File: src/hdl/arp_pkg.sv
// Arpeggiator sequencer shared types and constants.
// No dependencies; used by arp_ctrl, arp_dp and arpeggiator_sequencer_core.
package arp_pkg;

  localparam int PITCH_INPUTS    = 6;
  localparam int MAX_STEP_COUNT  = 16;
  localparam int MAX_DISTANCE    = 12;
  localparam int PULSE_TICKS     = 24;
  localparam int TRIG_HOLD_TICKS = 2;
  localparam int PITCH_LIMIT     = 12000;
  localparam int SEMITONE_LSB    = 100;

  localparam logic [1:0] ORD_DOWN = 2'd0;
  localparam logic [1:0] ORD_RAND = 2'd1;
  localparam logic [1:0] ORD_UP   = 2'd2;

  localparam logic [1:0] REG_STEPS = 2'd0;
  localparam logic [1:0] REG_DIST  = 2'd1;
  localparam logic [1:0] REG_ORDER = 2'd2;
  localparam logic [1:0] REG_DIR   = 2'd3;

  localparam int IN_W  = 5 + PITCH_INPUTS + 15 * PITCH_INPUTS;
  localparam int IN_BYTES_W = ((IN_W + 7) / 8) * 8;

  typedef logic signed [14:0] pitch_t;

  // controller -> datapath commands
  typedef struct packed {
    logic tick;       // evaluate control part of tick
    logic build;      // write one table entry
    logic finish;     // play and update pulse outputs
    logic [2:0] idx;  // table entry being built
  } arp_cmd_t;

  // datapath -> controller status
  typedef struct packed {
    logic skip;       // tick skipped, outputs held
    logic need_build; // new cycle with unlocked table
    logic [2:0] count;
  } arp_sts_t;

  function automatic logic [15:0] lfsr_step(input logic [15:0] l);
    logic b;
    b = l[0] ^ l[2] ^ l[3] ^ l[5];
    return {b, l[15:1]};
  endfunction

  // x mod n for n in 1..6; 16 = 1 mod 15, so nibble sums give x mod 15,
  // which yields mod 3 and mod 5; mod 6 combines mod 3 with the parity
  function automatic logic [2:0] mod_small(input logic [15:0] x, input logic [2:0] n);
    logic [5:0] s;
    logic [4:0] f;
    logic [3:0] r15, r3, r5;
    logic [2:0] r;
    s = 6'(x[3:0]) + 6'(x[7:4]) + 6'(x[11:8]) + 6'(x[15:12]);
    f = 5'(s[5:4]) + 5'(s[3:0]);
    r15 = (f >= 5'd15) ? 4'(f - 5'd15) : f[3:0];
    r3 = r15;
    if (r3 >= 4'd9) r3 = r3 - 4'd9;
    if (r3 >= 4'd6) r3 = r3 - 4'd6;
    if (r3 >= 4'd3) r3 = r3 - 4'd3;
    r5 = r15;
    if (r5 >= 4'd10) r5 = r5 - 4'd10;
    if (r5 >= 4'd5) r5 = r5 - 4'd5;
    case (n)
      3'd2: r = {2'b00, x[0]};
      3'd3: r = r3[2:0];
      3'd4: r = {1'b0, x[1:0]};
      3'd5: r = r5[2:0];
      3'd6: r = (r3[0] == x[0]) ? r3[2:0] : 3'(r3 + 4'd3);
      default: r = 3'd0;
    endcase
    return r;
  endfunction

  function automatic pitch_t clamp_pitch(input logic signed [17:0] v);
    if (v > 18'sd12000) return 15'sd12000;
    if (v < -18'sd12000) return -15'sd12000;
    return v[14:0];
  endfunction

endpackage

File: src/hdl/arp_ctrl.sv
// Arpeggiator controller: sequences the work of one tick.
// Depends on arp_pkg.
module arp_ctrl (
  input  logic                clk,
  input  logic                rst,
  input  logic                in_fire,
  input  arp_pkg::arp_sts_t   sts,
  input  logic                out_taken,
  output arp_pkg::arp_cmd_t   cmd,
  output logic                in_ready,
  output logic                out_valid
);

  typedef enum logic [2:0] {S_IDLE, S_TICK, S_BUILD, S_FINISH, S_OUT} state_t;
  state_t state;
  logic [2:0] idx;
  logic out_free, out_load;

  // output registers may only change once the previous transaction is gone
  always_comb begin
    out_free = !out_valid || out_taken;
    out_load = ((state == S_FINISH) || (state == S_OUT)) && out_free;
  end

  always_ff @(posedge clk) begin
    if (rst) begin
      state <= S_IDLE;
      idx <= '0;
      out_valid <= 1'b0;
    end else begin
      if (out_load) out_valid <= 1'b1;
      else if (out_taken) out_valid <= 1'b0;
      unique case (state)
        S_IDLE: if (in_fire) state <= S_TICK;
        S_TICK: begin
          idx <= '0;
          if (sts.skip) state <= S_OUT;
          else if (sts.need_build) state <= S_BUILD;
          else state <= S_FINISH;
        end
        S_BUILD: begin
          idx <= idx + 3'd1;
          if (idx + 3'd1 >= sts.count) state <= S_FINISH;
        end
        S_FINISH: if (out_free) state <= S_IDLE;
        S_OUT: if (out_free) state <= S_IDLE;
        default: state <= S_IDLE;
      endcase
    end
  end

  always_comb begin
    cmd.tick = (state == S_TICK);
    cmd.build = (state == S_BUILD);
    cmd.finish = (state == S_FINISH) && out_free;
    cmd.idx = idx;
  end

  assign in_ready = (state == S_IDLE);

endmodule

File: src/hdl/arp_dp.sv
// Arpeggiator datapath: sequence state, note table, LFSR, pulse counters.
// Depends on arp_pkg; driven by arp_ctrl commands.
module arp_dp (
  input  logic                    clk,
  input  logic                    rst,
  input  logic                    in_fire,
  input  logic [arp_pkg::IN_W-1:0] in_data,
  input  logic                    cfg_fire,
  input  logic [1:0]              cfg_index,
  input  logic [4:0]              cfg_data,
  input  arp_pkg::arp_cmd_t       cmd,
  output arp_pkg::arp_sts_t       sts,
  output arp_pkg::pitch_t         pitch_out,
  output logic                    gate,
  output logic                    end_of_cycle,
  output logic                    end_of_sequence,
  output logic                    lock_lamp
);

  localparam int P = arp_pkg::PITCH_INPUTS;

  logic [4:0] step_count;
  logic [3:0] note_distance;
  logic [1:0] pitch_order, transpose_direction;

  // latched tick
  logic clk_e, trg_e, btn_e, lck_e, conn;
  arp_pkg::pitch_t packed_p [P];
  logic [2:0] count;

  logic running, free_running, locked, clocked;
  logic [4:0] steps_left, steps_done;
  logic [2:0] notes_left, note_position;
  logic signed [5:0] transpose_offset;
  logic [4:0] held_steps;
  logic [3:0] held_distance;
  logic [1:0] held_order, held_direction;
  arp_pkg::pitch_t note_table [P];
  arp_pkg::pitch_t pitch_hold;
  logic [4:0] suppress_count, gate_count, cyc_cnt, seq_cnt;
  logic [15:0] lfsr;
  logic signed [17:0] dv;

  // packing of present pitches
  arp_pkg::pitch_t pk [P];
  logic [2:0] pc;
  always_comb begin
    pc = '0;
    for (int i = 0; i < P; i++) pk[i] = '0;
    for (int i = 0; i < P; i++) begin
      if (in_data[5 + i]) begin
        pk[pc] = in_data[5 + P + 15 * i +: 15];
        pc = pc + 3'd1;
      end
    end
  end

  // control evaluation for the tick stage
  logic t_supp, t_clocked, t_locked, t_run, t_free, nc, ns, t_skip;
  logic [4:0] t_supp_cnt, t_sl, t_sd, t_cyc, t_seq, t_hs;
  logic [3:0] t_hdist;
  logic [1:0] t_ho, t_hd;
  logic [2:0] t_nl, t_np;
  logic signed [5:0] t_off;
  logic [15:0] t_lfsr;
  always_comb begin
    t_supp_cnt = suppress_count;
    if (trg_e && t_supp_cnt < 5'(arp_pkg::TRIG_HOLD_TICKS))
      t_supp_cnt = 5'(arp_pkg::TRIG_HOLD_TICKS);
    t_supp = (t_supp_cnt != 0);
    if (t_supp) t_supp_cnt = t_supp_cnt - 5'd1;
    t_locked = locked ^ lck_e;
    t_clocked = clk_e && !t_supp;
    nc = trg_e || btn_e;
    ns = nc;
    t_run = running;
    t_free = free_running;
    t_sl = steps_left;
    t_sd = steps_done;
    t_cyc = cyc_cnt;
    t_seq = seq_cnt;
    if (t_clocked && !running) begin
      if (!conn) begin
        t_free = 1'b1; ns = 1'b1; nc = 1'b1;
      end else t_free = 1'b0;
    end
    if (t_free && conn && running) t_free = 1'b0;
    if (running && t_clocked && notes_left == 0) begin
      t_sd = t_sd + 5'd1;
      t_sl = t_sl - 5'd1;
      if (t_cyc < 5'(arp_pkg::PULSE_TICKS)) t_cyc = 5'(arp_pkg::PULSE_TICKS);
      if (t_sl == 0) begin
        if (t_free) begin
          nc = 1'b1; ns = 1'b1;
        end
        t_run = 1'b0;
        if (t_seq < 5'(arp_pkg::PULSE_TICKS)) t_seq = 5'(arp_pkg::PULSE_TICKS);
      end else nc = 1'b1;
    end
    t_hs = held_steps;
    t_hdist = held_distance;
    t_ho = held_order;
    t_hd = held_direction;
    if (nc && !t_locked) begin
      t_hs = (step_count > 5'(arp_pkg::MAX_STEP_COUNT)) ?
             5'(arp_pkg::MAX_STEP_COUNT) : step_count;
      t_hdist = (note_distance > 4'(arp_pkg::MAX_DISTANCE)) ?
                4'(arp_pkg::MAX_DISTANCE) : note_distance;
      t_ho = (pitch_order == 2'd3) ? arp_pkg::ORD_UP : pitch_order;
      t_hd = (transpose_direction == 2'd3) ? arp_pkg::ORD_UP : transpose_direction;
    end
    // a new cycle with zero steps keeps only the updates above
    t_skip = nc && (t_hs == 0);
    t_off = transpose_offset;
    t_lfsr = lfsr;
    t_nl = notes_left;
    t_np = note_position;
    if (!t_skip) begin
      if (ns) begin
        t_run = 1'b1; t_sl = t_hs; t_sd = '0; t_off = '0;
      end
      if (nc) begin
        t_nl = count; t_np = '0;
        if (t_hd == arp_pkg::ORD_RAND) begin
          t_lfsr = arp_pkg::lfsr_step(lfsr);
          t_hd = t_lfsr[0] ? arp_pkg::ORD_UP : arp_pkg::ORD_DOWN;
        end
        if (t_sd != 0) begin
          if (t_hd == arp_pkg::ORD_DOWN && t_off > -6'sd31) t_off = t_off - 6'sd1;
          else if (t_hd == arp_pkg::ORD_UP && t_off < 6'sd31) t_off = t_off + 6'sd1;
        end
      end
    end
  end

  // build one entry
  logic [15:0] b_lfsr;
  logic [2:0] b_t;
  logic [2:0] b_ti;
  always_comb begin
    b_lfsr = lfsr;
    b_t = cmd.idx;
    b_ti = 3'(count - cmd.idx - 3'd1);
    unique case (held_order)
      arp_pkg::ORD_DOWN: b_t = b_ti;
      arp_pkg::ORD_RAND: begin
        b_lfsr = arp_pkg::lfsr_step(lfsr);
        b_t = arp_pkg::mod_small(b_lfsr, count);
      end
      default: b_t = cmd.idx;
    endcase
  end

  always_ff @(posedge clk) begin
    if (rst) begin
      step_count <= '0; note_distance <= '0; pitch_order <= '0;
      transpose_direction <= '0;
      running <= 1'b0; free_running <= 1'b0; locked <= 1'b0; clocked <= 1'b0;
      steps_left <= '0; steps_done <= '0; notes_left <= '0; note_position <= '0;
      transpose_offset <= '0; held_steps <= '0; held_distance <= '0;
      held_order <= '0; held_direction <= '0; pitch_hold <= '0;
      suppress_count <= '0; gate_count <= '0; cyc_cnt <= '0; seq_cnt <= '0;
      lfsr <= 16'hACE1;
      gate <= 1'b0; end_of_cycle <= 1'b0; end_of_sequence <= 1'b0;
      lock_lamp <= 1'b0; pitch_out <= '0; count <= '0; dv <= '0;
      for (int i = 0; i < P; i++) note_table[i] <= '0;
    end else begin
      if (cfg_fire) begin
        unique case (cfg_index)
          arp_pkg::REG_STEPS: step_count <= cfg_data;
          arp_pkg::REG_DIST:  note_distance <= cfg_data[3:0];
          arp_pkg::REG_ORDER: pitch_order <= cfg_data[1:0];
          default:            transpose_direction <= cfg_data[1:0];
        endcase
      end
      if (in_fire) begin
        clk_e <= in_data[0]; trg_e <= in_data[1]; btn_e <= in_data[2];
        lck_e <= in_data[3]; conn <= in_data[4];
        count <= pc;
        for (int i = 0; i < P; i++) packed_p[i] <= pk[i];
      end
      // an empty pitch mask leaves all state untouched
      if (cmd.tick && count != 3'd0) begin
        suppress_count <= t_supp_cnt; locked <= t_locked;
        free_running <= t_free; running <= t_run;
        steps_left <= t_sl; steps_done <= t_sd;
        cyc_cnt <= t_cyc; seq_cnt <= t_seq;
        held_steps <= t_hs; held_distance <= t_hdist;
        held_order <= t_ho; held_direction <= t_hd;
        lfsr <= t_lfsr; transpose_offset <= t_off;
        notes_left <= t_nl; note_position <= t_np;
        clocked <= t_clocked;
        dv <= 18'(arp_pkg::SEMITONE_LSB * $signed({1'b0, t_hdist}) * t_off);
      end
      if (cmd.build) begin
        lfsr <= b_lfsr;
        note_table[cmd.idx] <= arp_pkg::clamp_pitch(18'(packed_p[b_t]) + dv);
      end
      if (cmd.finish) begin
        logic [4:0] g;
        g = gate_count;
        if (running && clocked) begin
          if (note_position < 3'(P)) pitch_hold <= note_table[note_position];
          pitch_out <= (note_position < 3'(P)) ? note_table[note_position] : pitch_hold;
          note_position <= note_position + 3'd1;
          if (notes_left > 0) notes_left <= notes_left - 3'd1;
          if (g < 5'(arp_pkg::PULSE_TICKS)) g = 5'(arp_pkg::PULSE_TICKS);
        end else pitch_out <= pitch_hold;
        gate <= (g != 0);
        gate_count <= (g != 0) ? g - 5'd1 : g;
        end_of_cycle <= (cyc_cnt != 0);
        if (cyc_cnt != 0) cyc_cnt <= cyc_cnt - 5'd1;
        end_of_sequence <= (seq_cnt != 0);
        if (seq_cnt != 0) seq_cnt <= seq_cnt - 5'd1;
        lock_lamp <= locked;
      end
    end
  end

  always_comb begin
    sts.skip = (count == 0) || t_skip;
    sts.need_build = nc && !t_locked;
    sts.count = count;
  end

endmodule

File: src/hdl/arpeggiator_sequencer_core.sv
// Arpeggiator sequencer top level: stream ports, controller and datapath.
// An accepted tick passes through the tick evaluation, a table build when the note
// table is rebuilt (one entry per present pitch, one entry a cycle) and the output
// update; a new tick is accepted only once the previous one is finished, and a
// result still waiting holds back the next tick's output update.
// rst is synchronous, active high; all state but the latched tick inputs clears,
// the random generator loads 0xACE1 and outputs read zero.
module arpeggiator_sequencer_core (
  input  logic        clk,
  input  logic        rst,
  input  logic        s_axis_tvalid,
  output logic        s_axis_tready,
  // clock_edge, trigger_edge, button_edge, lock_edge, trigger_connected,
  // pitch_present[5:0], pitch_in_0..5 (15b each), zero fill
  input  logic [arp_pkg::IN_BYTES_W-1:0] s_axis_tdata,
  output logic        m_axis_tvalid,
  input  logic        m_axis_tready,
  // pitch_out[14:0], gate, end_of_cycle, end_of_sequence, lock_lamp, zero fill
  output logic [23:0] m_axis_tdata,
  input  logic        cfg_valid,
  output logic        cfg_ready,
  input  logic [1:0]  cfg_index,
  input  logic [4:0]  cfg_data
);

  arp_pkg::arp_cmd_t cmd;
  arp_pkg::arp_sts_t sts;
  arp_pkg::pitch_t pitch_out;
  logic gate, eoc, eos, lamp, in_fire;

  assign in_fire = s_axis_tvalid && s_axis_tready;
  assign cfg_ready = 1'b1;

  arp_ctrl u_ctrl (
    .clk(clk), .rst(rst), .in_fire(in_fire), .sts(sts),
    .out_taken(m_axis_tvalid && m_axis_tready), .cmd(cmd),
    .in_ready(s_axis_tready), .out_valid(m_axis_tvalid)
  );

  arp_dp u_dp (
    .clk(clk), .rst(rst), .in_fire(in_fire),
    .in_data(s_axis_tdata[arp_pkg::IN_W-1:0]),
    .cfg_fire(cfg_valid), .cfg_index(cfg_index), .cfg_data(cfg_data),
    .cmd(cmd), .sts(sts), .pitch_out(pitch_out), .gate(gate),
    .end_of_cycle(eoc), .end_of_sequence(eos), .lock_lamp(lamp)
  );

  assign m_axis_tdata = {5'd0, lamp, eos, eoc, gate, pitch_out};

endmodule
File: config.mk
export PLATFORM = sky130hd
export DESIGN_NAME = arpeggiator_sequencer_core
export DESIGN_NICKNAME = d
export VERILOG_FILES = /design/src/hdl/arp_pkg.sv /design/src/hdl/arp_ctrl.sv /design/src/hdl/arp_dp.sv /design/src/hdl/arpeggiator_sequencer_core.sv
export SDC_FILE = /design/constraint.sdc
export NUM_CORES = 1
export LEC_CHECK = 0
export BUFFER_PORTS_ARGS = -buffer_cell sky130_fd_sc_hd__buf_4
export CAP_MARGIN = 20
export CORE_AREA = 3 3 159 316
export DETAILED_ROUTE_END_ITERATION = 8
export DIE_AREA = 0 0 162 319
export PLACE_DENSITY = 0.73
export SYNTH_ARGS = -nofsm -noshare
export SYNTH_HDL_FRONTEND = slang
export SYNTH_SLANG_ARGS = --single-unit
File: constraint.sdc
create_clock -name clk -period 11 [get_ports clk]
set_input_delay 1.65 -clock clk [delete_from_list [all_inputs] [get_ports clk]]
set_output_delay 1.65 -clock clk [all_outputs]
set_load 0.01 [all_outputs]
After elaboration in Yosys (flattened, before gate mapping)
Memories as Yosys holds them, arrays and structs flattened. A register that Yosys moved wholly into a read port is not among the register bits.
Cells that the tools add are included.
Operators by class
  bitwise logic cells: 11
  $add $sub $neg: 30
  equality and inequality tests: 22
  $lt $le $gt $ge: 29
  multiplexer cells: 149
  multiply operators: 2
  reduce and logical (&&, ||, !) cells: 61
Operator list (count)
  $bwmux W90: 5
  $mux W90: 5
  $demux W15 S3: 5
  $mux W15: 13
  $mux W5: 27
  $mux W16: 6
  $mux W3: 25
  $mux W6: 7
  $mux W4: 9
  $mux W1: 34
  $ge A4 B4 Y1 const B: 7
  $reduce_bool A5 Y1: 5
  $sub A5 B1 Y5 const B: 5
  $logic_and A1 B1 Y1: 22
  $lt A4 B1 Y1 const B: 5
  $add A15 B18 Y18: 1
  $add A3 B1 Y3 const B: 6
  $gt A18 B15 Y1 const B: 1
  $lt A18 B15 Y1 const B: 1
  $mux W2: 9
  $mul A10 B6 Y16: 1
  $not A3 Y4: 4
  $lt A5 B5 Y1 const B: 3
  $pmux W3 S5: 1
  52 further kinds: 97
Storage, ports and cells
  flip-flop bits (word level): 123
  output and inout port bits: 27
  word-level logic and storage cells: 342
  RAM bits: 180
  input port bits: 116
  memories kept: 2
Memory list
  u_dp.note_table: words 6, bits a word 15, rd ports 1, clocked after Yosys merged registers in 1, wr ports 6, RTL line arp_dp.sv:38  | arp_pkg::pitch_t note_table [P];
  u_dp.packed_p: words 6, bits a word 15, rd ports 1, clocked after Yosys merged registers in 0, wr ports 6, RTL line arp_dp.sv:28  | arp_pkg::pitch_t packed_p [P];

Logic depth before layout (Yosys ltp)
An unclocked memory read counts as a cell.
  word-level depth: 34
  mapped depth: 56
  gate-level depth less buffers: 51

By module
A second synthesis with hierarchy kept.
Unflattened totals
  cells, all modules: 2455
  area total of the unflattened synthesis: 21633.2 um2
By module, submodules not included
  arp_dp: area each 21071.5 um2, sequential area each 8077.7 um2, times used 1, cells each 2383
  arp_ctrl: area each 466.7 um2, sequential area each 140.1 um2, times used 1, cells each 58
  arpeggiator_sequencer_core: area each 95.1 um2, sequential area each 0.0 um2, times used 1, cells each 14

Worst setup path before layout
No wires, ideal clock.
  path kind: reg-to-reg
  start point: register u_dp.lfsr[1]
  end point: memory u_dp.note_table[0][8] (netlist name), data pin
  path buffers: 5
  setup time: 256 ps
  period minus slack after synthesis: 10925 ps
  data arrival time: 10669 ps
  slack: 75 ps
  data required time: 10744 ps
  cell stages (with the launch flop): 53
  cell sequence: dfxtp_1 -> ha_1 -> fa_1 -> xnor2_1 -> fa_1 -> inv_1 -> ha_1 -> a21o_1 -> a21oi_1 -> xnor2_1 -> ha_1 -> fa_1 -> ha_1 -> a21oi_1 -> nor2_1 -> o21ai_2 -> nand3_1 -> nand2_1 -> (+17 left out) -> o211ai_1 -> o21ai_0 -> ha_1 -> a21o_1 -> a21oi_1 -> o21ai_0 -> a31oi_1 -> o21ai_0 -> a31o_2 -> a31o_2 -> mux2i_1 -> or2_2 -> a211oi_1 -> a311o_1 -> nor2_1 -> buf_2 -> buf_6 -> o211a_1
RTL lines
  start: declaration: RTL line arp_dp.sv:41  | logic [15:0] lfsr;
  start signal: assignment: RTL line arp_dp.sv:190  | lfsr <= t_lfsr; transpose_offset <= t_off;
  start signal: assignment: RTL line arp_dp.sv:196  | lfsr <= b_lfsr;
  end: declaration: RTL line arp_dp.sv:38

==> flow_results.org <==
** Synth
- Synthesized netlist cell count :: 2450
- Of all cell types, the one taking the most synthesized area is sky130_fd_sc_hd__edfxtp_1.
- The share of the Yosys chip area taken by registers is 0.381.
- Of the total synthesized cell area, the portion taken by XOR and XNOR cells is 0.0255.
- Of the total synthesized cell area, the portion taken by full adders, half adders and majority gates is 0.0975.
- The synthesized netlist contains 81 unique library cells.
- After synthesis the cells add up to around 0.022 mm².
- Of the total synthesized cell area, the portion taken by AND, OR, NAND and NOR gates is 0.181.
- In this run, synthesis inferred 185 flip-flops with an integrated enable.
- Mean area per synthesized cell :: 8.80 µm²
- The share of the synthesized area in compound gates (AO/OA/AOI/OAI) is 0.201.
- Async S/R FF share, synth :: 0
- Yosys attributes the largest share of cell area to sky130_fd_sc_hd__edfxtp_1 (26%), sky130_fd_sc_hd__dfxtp_1 (12%), sky130_fd_sc_hd__nand2_1 (6.3%).
- Number of warnings printed during yosys synthesis :: 0
- By area, the combinational part of the netlist is dominated by compound AO/OA/AOI/OAI gates.
- Predominant post-synthesis flop cell :: sky130_fd_sc_hd__edfxtp_1
- After synthesis, the share of cell area in mux cells is 0.0622.
- Cell with the most instances after synthesis :: sky130_fd_sc_hd__nand2_1
- Seq cells post-synth :: around 320
- The share of synthesized area in the top cell type comes to 0.258.
- Most instantiated cells after synthesis :: sky130_fd_sc_hd__nand2_1 (360), sky130_fd_sc_hd__o21ai_0 (228), sky130_fd_sc_hd__nor2_1 (213)

** Layout
- Leaving out filler cells and counting taps, the final layout contains 3226.
- Final antenna diode count :: 0
- Area grow syn2layout :: 15.3%
- Fraction of layout instances using a drive strength above 1 :: 0.165
- Multi-input combinational cell area :: between 0.01 and 0.015 mm²
- Fill cells :: 4476
- Post-layout nets :: 2829
- Register Area :: 0.00822 mm²

** Clocking
- Clock tree synthesis found a total of between 300 and 400 sinks.
- At the later pin of the worst-skew pair, clock insertion delay measures 0.56 ns.
- The tree is rooted in a sky130_fd_sc_hd__clkbuf_16.
- CTS Buf Count :: 27
- For this design, the CTS-stage hold fixing added 0 buffers.
- CTS built an H-tree with a depth of 1.
- Bufs on Longest Clock Path :: 3
- Clock-pin slew of the registers on the worst-case setup and hold paths :: 0.07 ns
- Clock tree from TritonCTS :: done

** Power
- Leakage :: 9.64 nW
- Power after layout :: 4.82 mW
- In this run the power density over the cells is a little under 200 mW/mm².
- Peak supply drop :: 0.338 mV

** Routing
- Post-detailed-route via-to-cell ratio :: 5.81
- In the routed design, unresolved DRC markers number 0.
- The detailed router placed between 15000 and 20000 vias in this run.
- The pre-antenna-repair detailed-routing pass consisted of 6 iterations.
- Number of violations reported at the end of detailed-routing iteration 0 :: 1216
- Post-route antenna net violation count :: 0
- WL per Instance :: roughly 18 µm
- Total Wirelength :: slightly below 60000 µm

** Floorplan
- Number of rows in the core area :: between 100 and 150
- Die span in y :: 319 µm
- DIE AREA :: 0.0517 mm²
- During I/O placement, the number of pins put on the boundary was about 140.
- Initial cell density of the core :: 0.447
- Horizontal die dimension :: 162 µm
- In this run the standard cell core region covers 0.0482 mm².

** Setup path
- Worst Setup Path Type :: flop to flop
- Data arrival at the endpoint of the critical path :: 10.93 ns
- Longest individual stage delay on the worst path :: between 0.5 and 0.6 ns
- The worst setup path is captured at a flop.
- Counting both buffers and inverters, the worst setup path holds a total of 6.
- Crit path max-delay family :: compound AO/OA/AOI/OAI gates
- At the worst endpoint, the required time is 11.35 ns.
- Crit start category :: flop
- In this design, the critical path's most frequently occurring cell is sky130_fd_sc_hd__ha_1.
- Largest fanout on the critical path :: 20
- Crit-path slowest cell :: sky130_fd_sc_hd__or4_4

** Outcome
- Outcome :: finished clean

** Place
- Input and output buffers added on the ports amount to 133.
- The congestion estimate from routability-driven global placement came to 0.915.
- After legalization and detailed placement, the total HPWL measured around 45000 µm.
- Dpl cells :: 3168

** Timing
- Between clock sinks in the finished design, the worst skew comes to 0.0206 ns.
- Setup violations remaining at the end of the flow were counted as 0.
- For this run, the top clock speed supported by timing is 0.0945 GHz.
- Worst slew pin tran :: 1.24 ns
- The number of max-slew violations in the final report came to 0.
- The number of hold violations in the final report came to 0.
- Share of the clock period used by the worst path :: 0.962
- The worst pin sits at a relative slew slack of 0.167.
- The worst path in the final design needs a cycle of 10.58 ns, including I/O delays and setup.
- Worst hold margin :: 0.460 ns

** GRT
- In the global route stage, overall resource usage came out at 0.221.
- The initial antenna violation count was 0.
- Entering global routing, the biggest net connects 100 pins.
- Wire length of the first global-routing pass :: between 90000 and 100000 µm
- Via count of the first global-routing pass :: 19255
- Global routing finished with a remaining overflow of 0.

** Job
- Max-cap check violation count :: 0

** Worst hold path
- The worst hold path belongs to the class flop to flop.
-- cell type report --
cell class | instances | share of cell area
Clock buffer | 36 | 0.0297
Clock inverter | 12 | 0.00599
Timing Repair Buffer | 247 | 0.0791
Inverter | 106 | 0.0160
Multi-Input combinational cell | 1869 | 0.506
Sequential cell | 318 | 0.331
Tap cell | 638 | 0.0321
-- power breakdown --
part / switching, mW / total (mW) / internal, mW / leakage, nW
sequential: 0.0782 / 1.48 / 1.40 / 2.90
combinational: 1.50 / 2.37 / 0.862 / 6.30
clock: 0.430 / 0.975 / 0.545 / 0.434
total: 2.01 / 4.82 / 2.81 / 9.64
-- state kept, by name (all words and copies together), names as in the netlist, 4 cells and up --
| name | cells |
|---|---|
| u_dp.steps_done | 5 |
| u_dp.step_count | 5 |
| u_dp.held_distance | 4 |
| u_dp.held_steps | 5 |
| u_dp.suppress_count | 5 |
| u_dp.dv | 16 |
| u_dp.note_table | 90 |
| u_dp.pitch_hold | 15 |
| u_dp.seq_cnt | 5 |
| u_dp.packed_p | 90 |
| u_dp.gate_count | 5 |
| u_dp.cyc_cnt | 5 |
| u_dp.transpose_offset | 6 |
| u_dp.note_distance | 4 |
| u_dp.steps_left | 5 |
| u_dp.lfsr | 16 |
-- final timing paths --
kind                         from                     to  slack (ns)  cells past startpoint
max reg2reg          u_dp.lfsr[1]  u_dp.note_table[0][3]        0.42                     48
min          u_dp.end_of_sequence   u_dp.end_of_sequence        0.46                      2
max                  u_dp.lfsr[1]  u_dp.note_table[0][3]        0.42                     48
min reg2reg  u_dp.end_of_sequence   u_dp.end_of_sequence        0.46                      2
-- worst min-delay path, delay by kind of cell (launching register included) --
family	cells	cell delay [ns]
and+or+nand+nor	1	0.05
AOI/OAI and AO/OA	1	0.05
DFF	1	0.31
-- timing repair --
action / 4_1_cts / 5_1_grt
pin swaps: 1 / 16
setup endpoints to repair: 36 / 90
cloned: 0 / 1
gates resized for setup: 9 / 51
setup buffers: 0 / 5
-- layer usage --
metal / GRT usage / part of all wire / vias up
met5: 0 / 0 / -
met1: 0.216 / 0.34 / 8850
met4: 0.138 / 0.066 / 0
met2: 0.435 / 0.55 / 625
li1: - / - / 9074
met3: 0.0188 / 0.039 / 199
-- layout by cell type (no fill, tap or decap), types with 15 or more instances in the layout --
master,count
sky130_fd_sc_hd__mux4_2,15
sky130_fd_sc_hd__edfxtp_1,185
sky130_fd_sc_hd__clkbuf_16,28
sky130_fd_sc_hd__mux2i_1,62
sky130_fd_sc_hd__buf_4,235
sky130_fd_sc_hd__nor3_1,38
sky130_fd_sc_hd__inv_1,104
sky130_fd_sc_hd__mux2_2,33
sky130_fd_sc_hd__nor4_2,16
sky130_fd_sc_hd__a22oi_1,65
sky130_fd_sc_hd__ha_1,100
sky130_fd_sc_hd__o211ai_1,49
sky130_fd_sc_hd__xnor2_1,35
sky130_fd_sc_hd__nand3_1,58
sky130_fd_sc_hd__xor2_1,25
sky130_fd_sc_hd__nor4_1,19
sky130_fd_sc_hd__fa_1,38
sky130_fd_sc_hd__dfxtp_1,131
sky130_fd_sc_hd__nand2b_1,27
sky130_fd_sc_hd__a211oi_1,40
sky130_fd_sc_hd__nand2_1,359
sky130_fd_sc_hd__o21ai_0,224
sky130_fd_sc_hd__and2_1,20
sky130_fd_sc_hd__a21oi_1,129
sky130_fd_sc_hd__nor2_1,210
sky130_fd_sc_hd__nor2b_1,15
sky130_fd_sc_hd__o22ai_1,57
-- kinds of logic after synthesis --
group / Yosys count
AO/OA/AOI/OAI: 695
other: 2
XOR/XNOR: 62
buffers and inverters: 267
adder cells (fa/ha/maj): 144
flip-flops: 318
multiplexers: 111
AND/OR/NAND/NOR: 851
-- through the flow --
step / setup slack, ns / utilization / setup TNS (ns) / instance area [µm²]
floorplan: 0.0748 / - / 0 / 21600
global placement: 0.0453 / 0.488 / 0 / 23500
detailed placement: -0.0487 / 0.489 / -0.418 / 23600
CTS: 0.0683 / 0.508 / 0 / 24500
global route: -0.108 / 0.516 / -1.19 / 24900
finish: 0.415 / 0.516 / 0 / 24900
(Power assumes the default switching activity.)
